File: config.mk
export PLATFORM = sky130hd
export DESIGN_NAME = quadrature_knob_with_mode_button_core
export DESIGN_NICKNAME = d
export VERILOG_FILES = /design/src/rtl/qkb_pkg.sv /design/src/rtl/qkb_engine.sv /design/src/rtl/quadrature_knob_with_mode_button_core.sv
export SDC_FILE = /design/constraint.sdc
export NUM_CORES = 1
export LEC_CHECK = 0
export BUFFER_PORTS_ARGS = -buffer_cell sky130_fd_sc_hd__buf_2
export CORE_MARGIN = 2
export CORE_UTILIZATION = 64
export CTS_CLUSTER_DIAMETER = 150
export DETAILED_ROUTE_END_ITERATION = 16
export GPL_ROUTABILITY_DRIVEN = 1
export MAX_ROUTING_LAYER = met4
export PLACE_DENSITY = 0.86
export SETUP_SLACK_MARGIN = 0.5
export SYNTH_ARGS = -nofsm -noshare
export SYNTH_HDL_FRONTEND = slang
export SYNTH_SLANG_ARGS = --single-unit
File: constraint.sdc
create_clock -name clk -period 6.5 [get_ports clk]
set_input_delay 0 -clock clk [delete_from_list [all_inputs] [get_ports clk]]
set_output_delay 0 -clock clk [all_outputs]
set_load 0.02 [all_outputs]
File: src/rtl/qkb_pkg.sv
// ----------------------------------------------------------------------------
// qkb_pkg
// Shared types and constants of the quadrature knob with mode button.
// ----------------------------------------------------------------------------
`default_nettype none

package qkb_pkg;

    // configuration register indexes
    typedef enum logic [1:0] {
        CFG_LONG_PRESS      = 2'd0,
        CFG_VOLUME_STEP     = 2'd1,
        CFG_BRIGHTNESS_STEP = 2'd2
    } qkb_cfg_index_t;

    localparam int THRESH_W = 24;
    localparam int STEP_W   = 7;
    localparam int DELTA_W  = 8;

    localparam logic [THRESH_W-1:0] LONG_PRESS_RESET = 24'd1000000;
    localparam logic [STEP_W-1:0]   STEP_RESET       = 7'd5;

    // idle level of both encoder pins
    localparam logic [1:0] AB_IDLE = 2'b11;

    // transition code {previous A, previous B, A, B}: one bit per code
    localparam logic [15:0] CW_CODES  = 16'h4182;  // 0x1 0x7 0x8 0xE
    localparam logic [15:0] CCW_CODES = 16'h2814;  // 0x2 0x4 0xB 0xD

    // configuration as seen by the datapath
    typedef struct packed {
        logic [THRESH_W-1:0] long_press_ticks;
        logic [STEP_W-1:0]   volume_step;
        logic [STEP_W-1:0]   brightness_step;
    } qkb_cfg_t;

    // one result item
    typedef struct packed {
        logic                      step_valid;
        logic signed [DELTA_W-1:0] step_delta;
        logic                      step_is_volume;
        logic                      mode_toggled;
        logic                      long_press;
        logic                      volume_mode;
    } qkb_result_t;

    // x4 quadrature direction of one transition
    function automatic logic signed [1:0] qkb_dir(input logic [3:0] code);
        logic signed [1:0] dir;
        dir = 2'sd0;
        if (CW_CODES[code])
            dir = 2'sd1;
        else if (CCW_CODES[code])
            dir = -2'sd1;
        return dir;
    endfunction

endpackage

`default_nettype wire

File: src/rtl/qkb_engine.sv
// ----------------------------------------------------------------------------
// qkb_engine
// Per-sample state and result logic: quadrature decode, detent
// accumulation, press timing and mode handling.
// ----------------------------------------------------------------------------
`default_nettype none

module qkb_engine
    import qkb_pkg::*;
#(
    parameter int DETENT_COUNT = 4,
    parameter int HOLD_WIDTH   = 24
) (
    input  wire logic        clk,
    input  wire logic        rst_n,
    input  wire logic        advance,
    input  wire logic        pin_a,
    input  wire logic        pin_b,
    input  wire logic        button_level,
    input  wire qkb_cfg_t    cfg,
    output qkb_result_t      result
);

    localparam int ACC_W = $clog2(DETENT_COUNT + 1) + 1;
    localparam int CMP_W = (HOLD_WIDTH > THRESH_W) ? HOLD_WIDTH : THRESH_W;
    localparam logic signed [ACC_W-1:0] DET_POS = ACC_W'(DETENT_COUNT);
    localparam logic signed [ACC_W-1:0] DET_NEG = -DET_POS;
    localparam logic [HOLD_WIDTH-1:0]   HOLD_MAX = {HOLD_WIDTH{1'b1}};

    logic [1:0]              prev_ab_reg;
    logic signed [ACC_W-1:0] acc_reg, acc_next;
    logic                    mode_reg, mode_next;
    logic                    held_reg, held_next;
    logic [HOLD_WIDTH-1:0]   hold_reg, hold_next;

    logic [1:0]              cur_ab;
    logic signed [1:0]       dir;
    logic signed [ACC_W-1:0] acc_sum;
    logic                    step;
    logic [STEP_W-1:0]       size;
    logic [HOLD_WIDTH-1:0]   hold_inc;
    logic                    is_long;
    logic                    toggled;
    logic                    long_pulse;

    // quadrature decode and detent accumulation
    always_comb
    begin
        cur_ab   = {pin_a, pin_b};
        dir      = qkb_dir({prev_ab_reg, cur_ab});
        acc_sum  = acc_reg + $signed(ACC_W'(dir));
        step     = (acc_sum <= DET_NEG) || (acc_sum >= DET_POS);
        acc_next = step ? '0 : acc_sum;
        size     = mode_reg ? cfg.volume_step : cfg.brightness_step;
    end

    // press timing and mode
    always_comb
    begin
        hold_inc   = (hold_reg == HOLD_MAX) ? hold_reg : hold_reg + 1'b1;
        is_long    = CMP_W'(hold_inc) >= CMP_W'(cfg.long_press_ticks);
        held_next  = held_reg;
        hold_next  = hold_reg;
        mode_next  = mode_reg;
        toggled    = 1'b0;
        long_pulse = 1'b0;
        if (held_reg)
        begin
            hold_next = hold_inc;
            if (button_level)
            begin
                held_next = 1'b0;
                hold_next = '0;
                if (is_long)
                begin
                    long_pulse = 1'b1;
                end
                else
                begin
                    toggled   = 1'b1;
                    mode_next = !mode_reg;
                end
            end
        end
        else if (!button_level)
        begin
            held_next = 1'b1;
            hold_next = '0;
        end
    end

    // result item; the step uses the mode from before any toggle
    always_comb
    begin
        result.step_valid     = step;
        result.step_is_volume = step && mode_reg;
        if (!step)
            result.step_delta = '0;
        else if (acc_sum < 0)
            result.step_delta = $signed({1'b0, size});
        else
            result.step_delta = -$signed({1'b0, size});
        result.mode_toggled   = toggled;
        result.long_press     = long_pulse;
        result.volume_mode    = mode_next;
    end

    // state update per transferred sample
    always_ff @(posedge clk or negedge rst_n)
    begin
        if (!rst_n)
        begin
            prev_ab_reg <= AB_IDLE;
            acc_reg     <= '0;
            mode_reg    <= 1'b1;
            held_reg    <= 1'b0;
            hold_reg    <= '0;
        end
        else if (advance)
        begin
            prev_ab_reg <= cur_ab;
            acc_reg     <= acc_next;
            mode_reg    <= mode_next;
            held_reg    <= held_next;
            hold_reg    <= hold_next;
        end
    end

endmodule

`default_nettype wire

File: src/rtl/quadrature_knob_with_mode_button_core.sv
// Path: a sample transfer loads the input register; the engine's result is then
// captured in the result register and offered from there.
// Throughput: one sample per cycle while the output is not stalled, set by
// the single-pass decode between input and result registers; a stalled output
// holds its result. Reset (rst_n low, asynchronous) empties both registers and
// restores the configuration and knob state to their reset values.
// ----------------------------------------------------------------------------
// quadrature_knob_with_mode_button_core
// Top level: input register, configuration registers, result register and
// handshakes around the per-sample engine.
// ----------------------------------------------------------------------------
`default_nettype none

module quadrature_knob_with_mode_button_core
    import qkb_pkg::*;
#(
    parameter int DETENT_COUNT = 4,
    parameter int HOLD_WIDTH   = 24
) (
    input  wire logic               clk,
    input  wire logic               rst_n,
    // sample input
    input  wire logic               in_valid,
    output logic                    in_ready,
    input  wire logic               pin_a,
    input  wire logic               pin_b,
    input  wire logic               button_level,
    // result output
    output logic                    out_valid,
    input  wire logic               out_ready,
    output logic                    step_valid,
    output logic signed [7:0]       step_delta,
    output logic                    step_is_volume,
    output logic                    mode_toggled,
    output logic                    long_press,
    output logic                    volume_mode,
    // configuration writes
    input  wire logic               cfg_valid,
    output logic                    cfg_ready,
    input  wire logic [1:0]         cfg_index,
    input  wire logic [23:0]        cfg_data
);

    logic        s1_valid_reg, s1_valid_next;
    logic        a_reg, b_reg, btn_reg;
    logic        out_valid_reg, out_valid_next;
    qkb_result_t result_reg;
    qkb_result_t result;
    qkb_cfg_t    cfg_reg;
    logic        advance;

    // handshake control
    always_comb
    begin
        advance        = s1_valid_reg && (!out_valid_reg || out_ready);
        in_ready       = !s1_valid_reg || advance;
        s1_valid_next  = in_valid ? 1'b1 : (advance ? 1'b0 : s1_valid_reg);
        if (!in_ready)
            s1_valid_next = s1_valid_reg;
        out_valid_next = advance ? 1'b1 : (out_ready ? 1'b0 : out_valid_reg);
    end

    assign cfg_ready = 1'b1;

    // valid flags
    always_ff @(posedge clk or negedge rst_n)
    begin
        if (!rst_n)
        begin
            s1_valid_reg  <= 1'b0;
            out_valid_reg <= 1'b0;
        end
        else
        begin
            s1_valid_reg  <= s1_valid_next;
            out_valid_reg <= out_valid_next;
        end
    end

    // input register
    always_ff @(posedge clk)
    begin
        if (in_valid && in_ready)
        begin
            a_reg   <= pin_a;
            b_reg   <= pin_b;
            btn_reg <= button_level;
        end
    end

    // result register
    always_ff @(posedge clk)
    begin
        if (advance)
            result_reg <= result;
    end

    // configuration registers
    always_ff @(posedge clk or negedge rst_n)
    begin
        if (!rst_n)
        begin
            cfg_reg.long_press_ticks <= LONG_PRESS_RESET;
            cfg_reg.volume_step      <= STEP_RESET;
            cfg_reg.brightness_step  <= STEP_RESET;
        end
        else if (cfg_valid && cfg_ready)
        begin
            case (cfg_index)
                CFG_LONG_PRESS:      cfg_reg.long_press_ticks <= cfg_data;
                CFG_VOLUME_STEP:     cfg_reg.volume_step      <= cfg_data[STEP_W-1:0];
                CFG_BRIGHTNESS_STEP: cfg_reg.brightness_step  <= cfg_data[STEP_W-1:0];
                default:             ;
            endcase
        end
    end

    qkb_engine #(
        .DETENT_COUNT (DETENT_COUNT),
        .HOLD_WIDTH   (HOLD_WIDTH)
    ) u_engine (
        .clk          (clk),
        .rst_n        (rst_n),
        .advance      (advance),
        .pin_a        (a_reg),
        .pin_b        (b_reg),
        .button_level (btn_reg),
        .cfg          (cfg_reg),
        .result       (result)
    );

    // outputs
    assign out_valid      = out_valid_reg;
    assign step_valid     = result_reg.step_valid;
    assign step_delta     = result_reg.step_delta;
    assign step_is_volume = result_reg.step_is_volume;
    assign mode_toggled   = result_reg.mode_toggled;
    assign long_press     = result_reg.long_press;
    assign volume_mode    = result_reg.volume_mode;

endmodule

`default_nettype wire

==> results.env <==
STATUS='finished clean'
AREA_GROWTH_PCT=16.2
CORE_REGION_AREA_UM2=7330
SYN_AREA_PER_CELL_UM2=9.87
POWER.DENSITY_nW_PER_UM2=289
POST_SYNTH_NUM_CELL_TYPES=52
LAYOUT_WORST_PATH_CYCLE_SHARE=0.612
GRT_OVERFLOW_TOTAL=0
POST_SYNTH_INST_COUNT=498
ANT_NETS_AFTER_ROUTE=0
SETUP-VIOLATIONS-FINAL=0
SYNTH_SEQ_AREA_SHARE=0.468
FINALNETCOUNT=635
CRITICAL_PATH_CLASS='register to register'
WORST-ENDPOINT-ARRIVAL_NS=4.10
DETAILEDROUTE.FIRSTITERATIONVIOLATIONS=192
PATH_CELLS='ha_1 > and2_1 > and2_1 > a2111oi_4 > nand4_1 > xnor2_1 > ha_1 > nand4_1 > nor4_1 > nand3_1 > o2111ai_1 > nor2_1 > xnor2_1'
POST_SYNTH_INSTANCE_AREA_UM2=4920
MAPPEDNETLISTNETS=562
SYNTH.YOSYS.WARNINGS=0
HOLD_VIOL=0
HOLD_CRIT_PATH_TYPE='input port to register'
PERIOD_NEEDED_NS=3.98
DIE_HEIGHT_UM=91.6
ROUTE.FINAL.WIRE_LENGTH_UM=11100
LARGEST_REGISTER_FFS=38
CLOCK_LATENCY_NS=0.37
POST-ROUTE-UTIL=0.779
TRITONCTS_NUM_SINKS=88
TIMING.CRITICAL_PATH.FANOUT_MAX=7
SLEW_VIOLATIONS=0
GRT_MAX_DEGREE=73
ROUTE.DETAILED.DRC=0
CTS.ROOT.BUFFER_CELL='clkbuf_8'
H-TREE-DEPTH=3
WIRE_LENGTH_OF_THE_FIRST_GLOBAL_ROUTING_PASS_UM=18900
SYNTH_FLOP_CELL='dfrtp_1'
CRITICAL_PATH.STARTPOINT_TYPE='register'
CRIT_PATH_END_KIND='register'
SLEW-LIMIT-HEADROOM=0.276
DR.PASS1.ITERS=5
SETUP.WORST_PATH.START='u_engine.hold_reg[0]'
NUMBER_OF_SYNTHESIZED_FLOPS_WITH_AN_ENABLE_PIN=16
RD_PLACE_CONGESTION=0.956
CRIT_REQUIRED_NS=6.62
SHARE_OF_POST_ROUTE_CELLS_WITH_DRIVE_STRENGTH_ABOVE_1=0.188
DPL.HPWL_UM=7430
PRECTSSETUPSLACK_NS=2.61
CTS_TREE='done'
N_ANTENNA_CELL=0
CTS_INSERTED_BUFFERS=9
HOLDCRITSTARTPOINT='cfg_index[0]'
FINALWORSTSETUPSLACK_NS=2.52
IO_PINS=50
MAX_FREQ_GHz=0.252
DIE_X_UM=91.6
FINCLKSKEW_NS=0.0113
POSTCTSSETUPBUFFERS=0
FF_TO_FF_START='u_engine.hold_reg[0]'
CAP_VIOLATIONS=0
DR_TOTAL_VIAS=3968
ASYNCSETRESETFLOPFRACSYNTH=0.818
INITIAL_UTILIZATION=0.671
IO_BUFFER_COUNT=48
VIA_PER_INST=5.88
SYNTH.FF_LATCH_COUNT=88
LAYOUT.FILLER_CELLS=455
RSZ0062_AT_GRT='false'
FIN_HOLD_WS_NS=0.214
DESIGN.DIE.AREA_UM2=8400
FLOORPLAN.ROWS=31
GRT_ANTENNA_BEFORE_REPAIR=0
AVERAGE_WIRE_PER_STANDARD_CELL_UM=16.5
PEAKVDDDROP_V=0.000158
TNS_NS=0
CPPEAKSTAGEDELAY_NS=0.52
CPMAXSTAGEDELAYCELL='nor4_1'
P_LEAK_uW=0.00261
GRT_PASS1_VIAS=4043
GLOBALROUTETOTALUTIL=0.292
CLOCK_TREE.BUFFER_DEPTH=2
CTS.CLK_SLEW.WORST_PATHS_NS=0.09
WORST-SLEW-PIN-TRANSITION_NS=1.08
## placed cells by master (no fill, tap or decap), types with 2 or more instances in the layout
cell type / count
ha_1: 29
nand2b_1: 8
nor2_1: 24
nand2_1: 68
clkbuf_8: 10
and3_1: 5
and2_1: 4
inv_6: 2
dfstp_2: 14
a22o_1: 3
a21oi_1: 19
or3_1: 3
o31ai_1: 10
nor4_1: 2
inv_1: 30
mux2i_1: 6
a21o_1: 5
nor3_1: 4
xor2_1: 12
a31oi_1: 10
a211oi_1: 3
mux2_2: 16
edfxtp_1: 16
buf_4: 3
nand3b_1: 3
dfrtp_1: 58
nor2b_1: 2
nand4_1: 9
buf_2: 48
dlygate4sd3_1: 31
xnor2_1: 22
o21ai_0: 54
nand3_1: 18
## final cells by class
cell class,count,area [um2],share of cell area
Tap cell,99,124,0.0217
Multi-Input combinational cell,359,2420,0.424
Timing Repair Buffer,82,573,0.100
Clock inverter,5,37.5,0.00657
Sequential cell,88,2300,0.402
Inverter,31,116,0.0204
Clock buffer,11,141,0.0247
## synth_stat cells (6+ instances only)
library cell | number | area (um2)
a21oi_1 | 19 | 95.1
edfxtp_1 | 16 | 480
mux2i_1 | 6 | 60.1
nand2b_1 | 8 | 50.1
nor2_1 | 24 | 90.1
ha_1 | 29 | 363
clkbuf_1 | 15 | 56.3
a31oi_1 | 10 | 62.6
dfrtp_1 | 58 | 1450
inv_1 | 30 | 113
nand3_1 | 18 | 90.1
o21ai_0 | 54 | 270
xor2_1 | 12 | 105
nand2_1 | 68 | 255
dfstp_2 | 14 | 368
mux2_2 | 16 | 180
nand4_1 | 9 | 56.3
o31ai_1 | 10 | 75.1
xnor2_1 | 22 | 193
## report_power, final
part / leakage [uW] / switching, uW / internal [uW] / total (uW)
sequential: 0.00105 / 56.3 / 699 / 755
combinational: 0.00147 / 320 / 218 / 538
clock: 0.0000946 / 204 / 153 / 356
total: 0.00261 / 580 / 1070 / 1650
## kinds of logic (layout without fill, tap and decap cells)
group | count (synthesis) | count (layout) | share of synthesized area
compound gates | 112 | 112 | 0.139
simple gates | 159 | 159 | 0.160
xor+xnor | 35 | 35 | 0.0652
flops | 88 | 88 | 0.468
buf+inv | 51 | 129 | 0.0405
other cells | 1 | 1 | 0.000763
mux | 22 | 22 | 0.0489
fa+ha+maj | 30 | 30 | 0.0779
## metal layers
layer / share of wire / track usage / vias to the layer above
li1: - / - / 1893
met1: 0.42 / 0.365 / 1900
met2: 0.50 / 0.483 / 141
met3: 0.053 / 0.0452 / 34
met4: 0.030 / 0.114 / 0
met5: 0 / - / -
## per-stage QoR
stage / std cells / instance area (um2) / total power [uW]
after floorplan: 498 / 4920 / 1140
after global placement: 628 / 5230 / 1240
after detailed placement: 628 / 5230 / 1270
after CTS: 675 / 5710 / 1630
after global routing: 675 / 5710 / 1750
final: 675 / 5710 / 1650
## critical path, delay by kind of cell (launching register included)
kind	cells	cell delay, ns
xor gates and xnor gates	2	0.32
DFF	1	0.47
AOI/OAI and AO/OA	2	0.82
and+or+nand+nor	7	1.53
adders and majority gates	2	0.59
## path summary, 6_finish.rpt
check | endpoint | slack [ns] | cells after the start
max reg2reg | volume_mode | 2.52 | 13
max in group asynchronous | cfg_reg[10] | 5.55 | 3
min in group asynchronous | u_engine.hold_reg[13] | 0.37 | 3
min | cfg_reg[32] | 0.21 | 5
min reg2reg | u_engine.prev_ab_reg[1] | 0.49 | 2
max | volume_mode | 2.52 | 13
## repair_timing
action / CTS / global route
hold buffers: 31 / 0
hold endpoints to repair: 101 / 0
gates resized for setup: 0 / 0
Note: power is estimated with default switching activity, not from simulation.
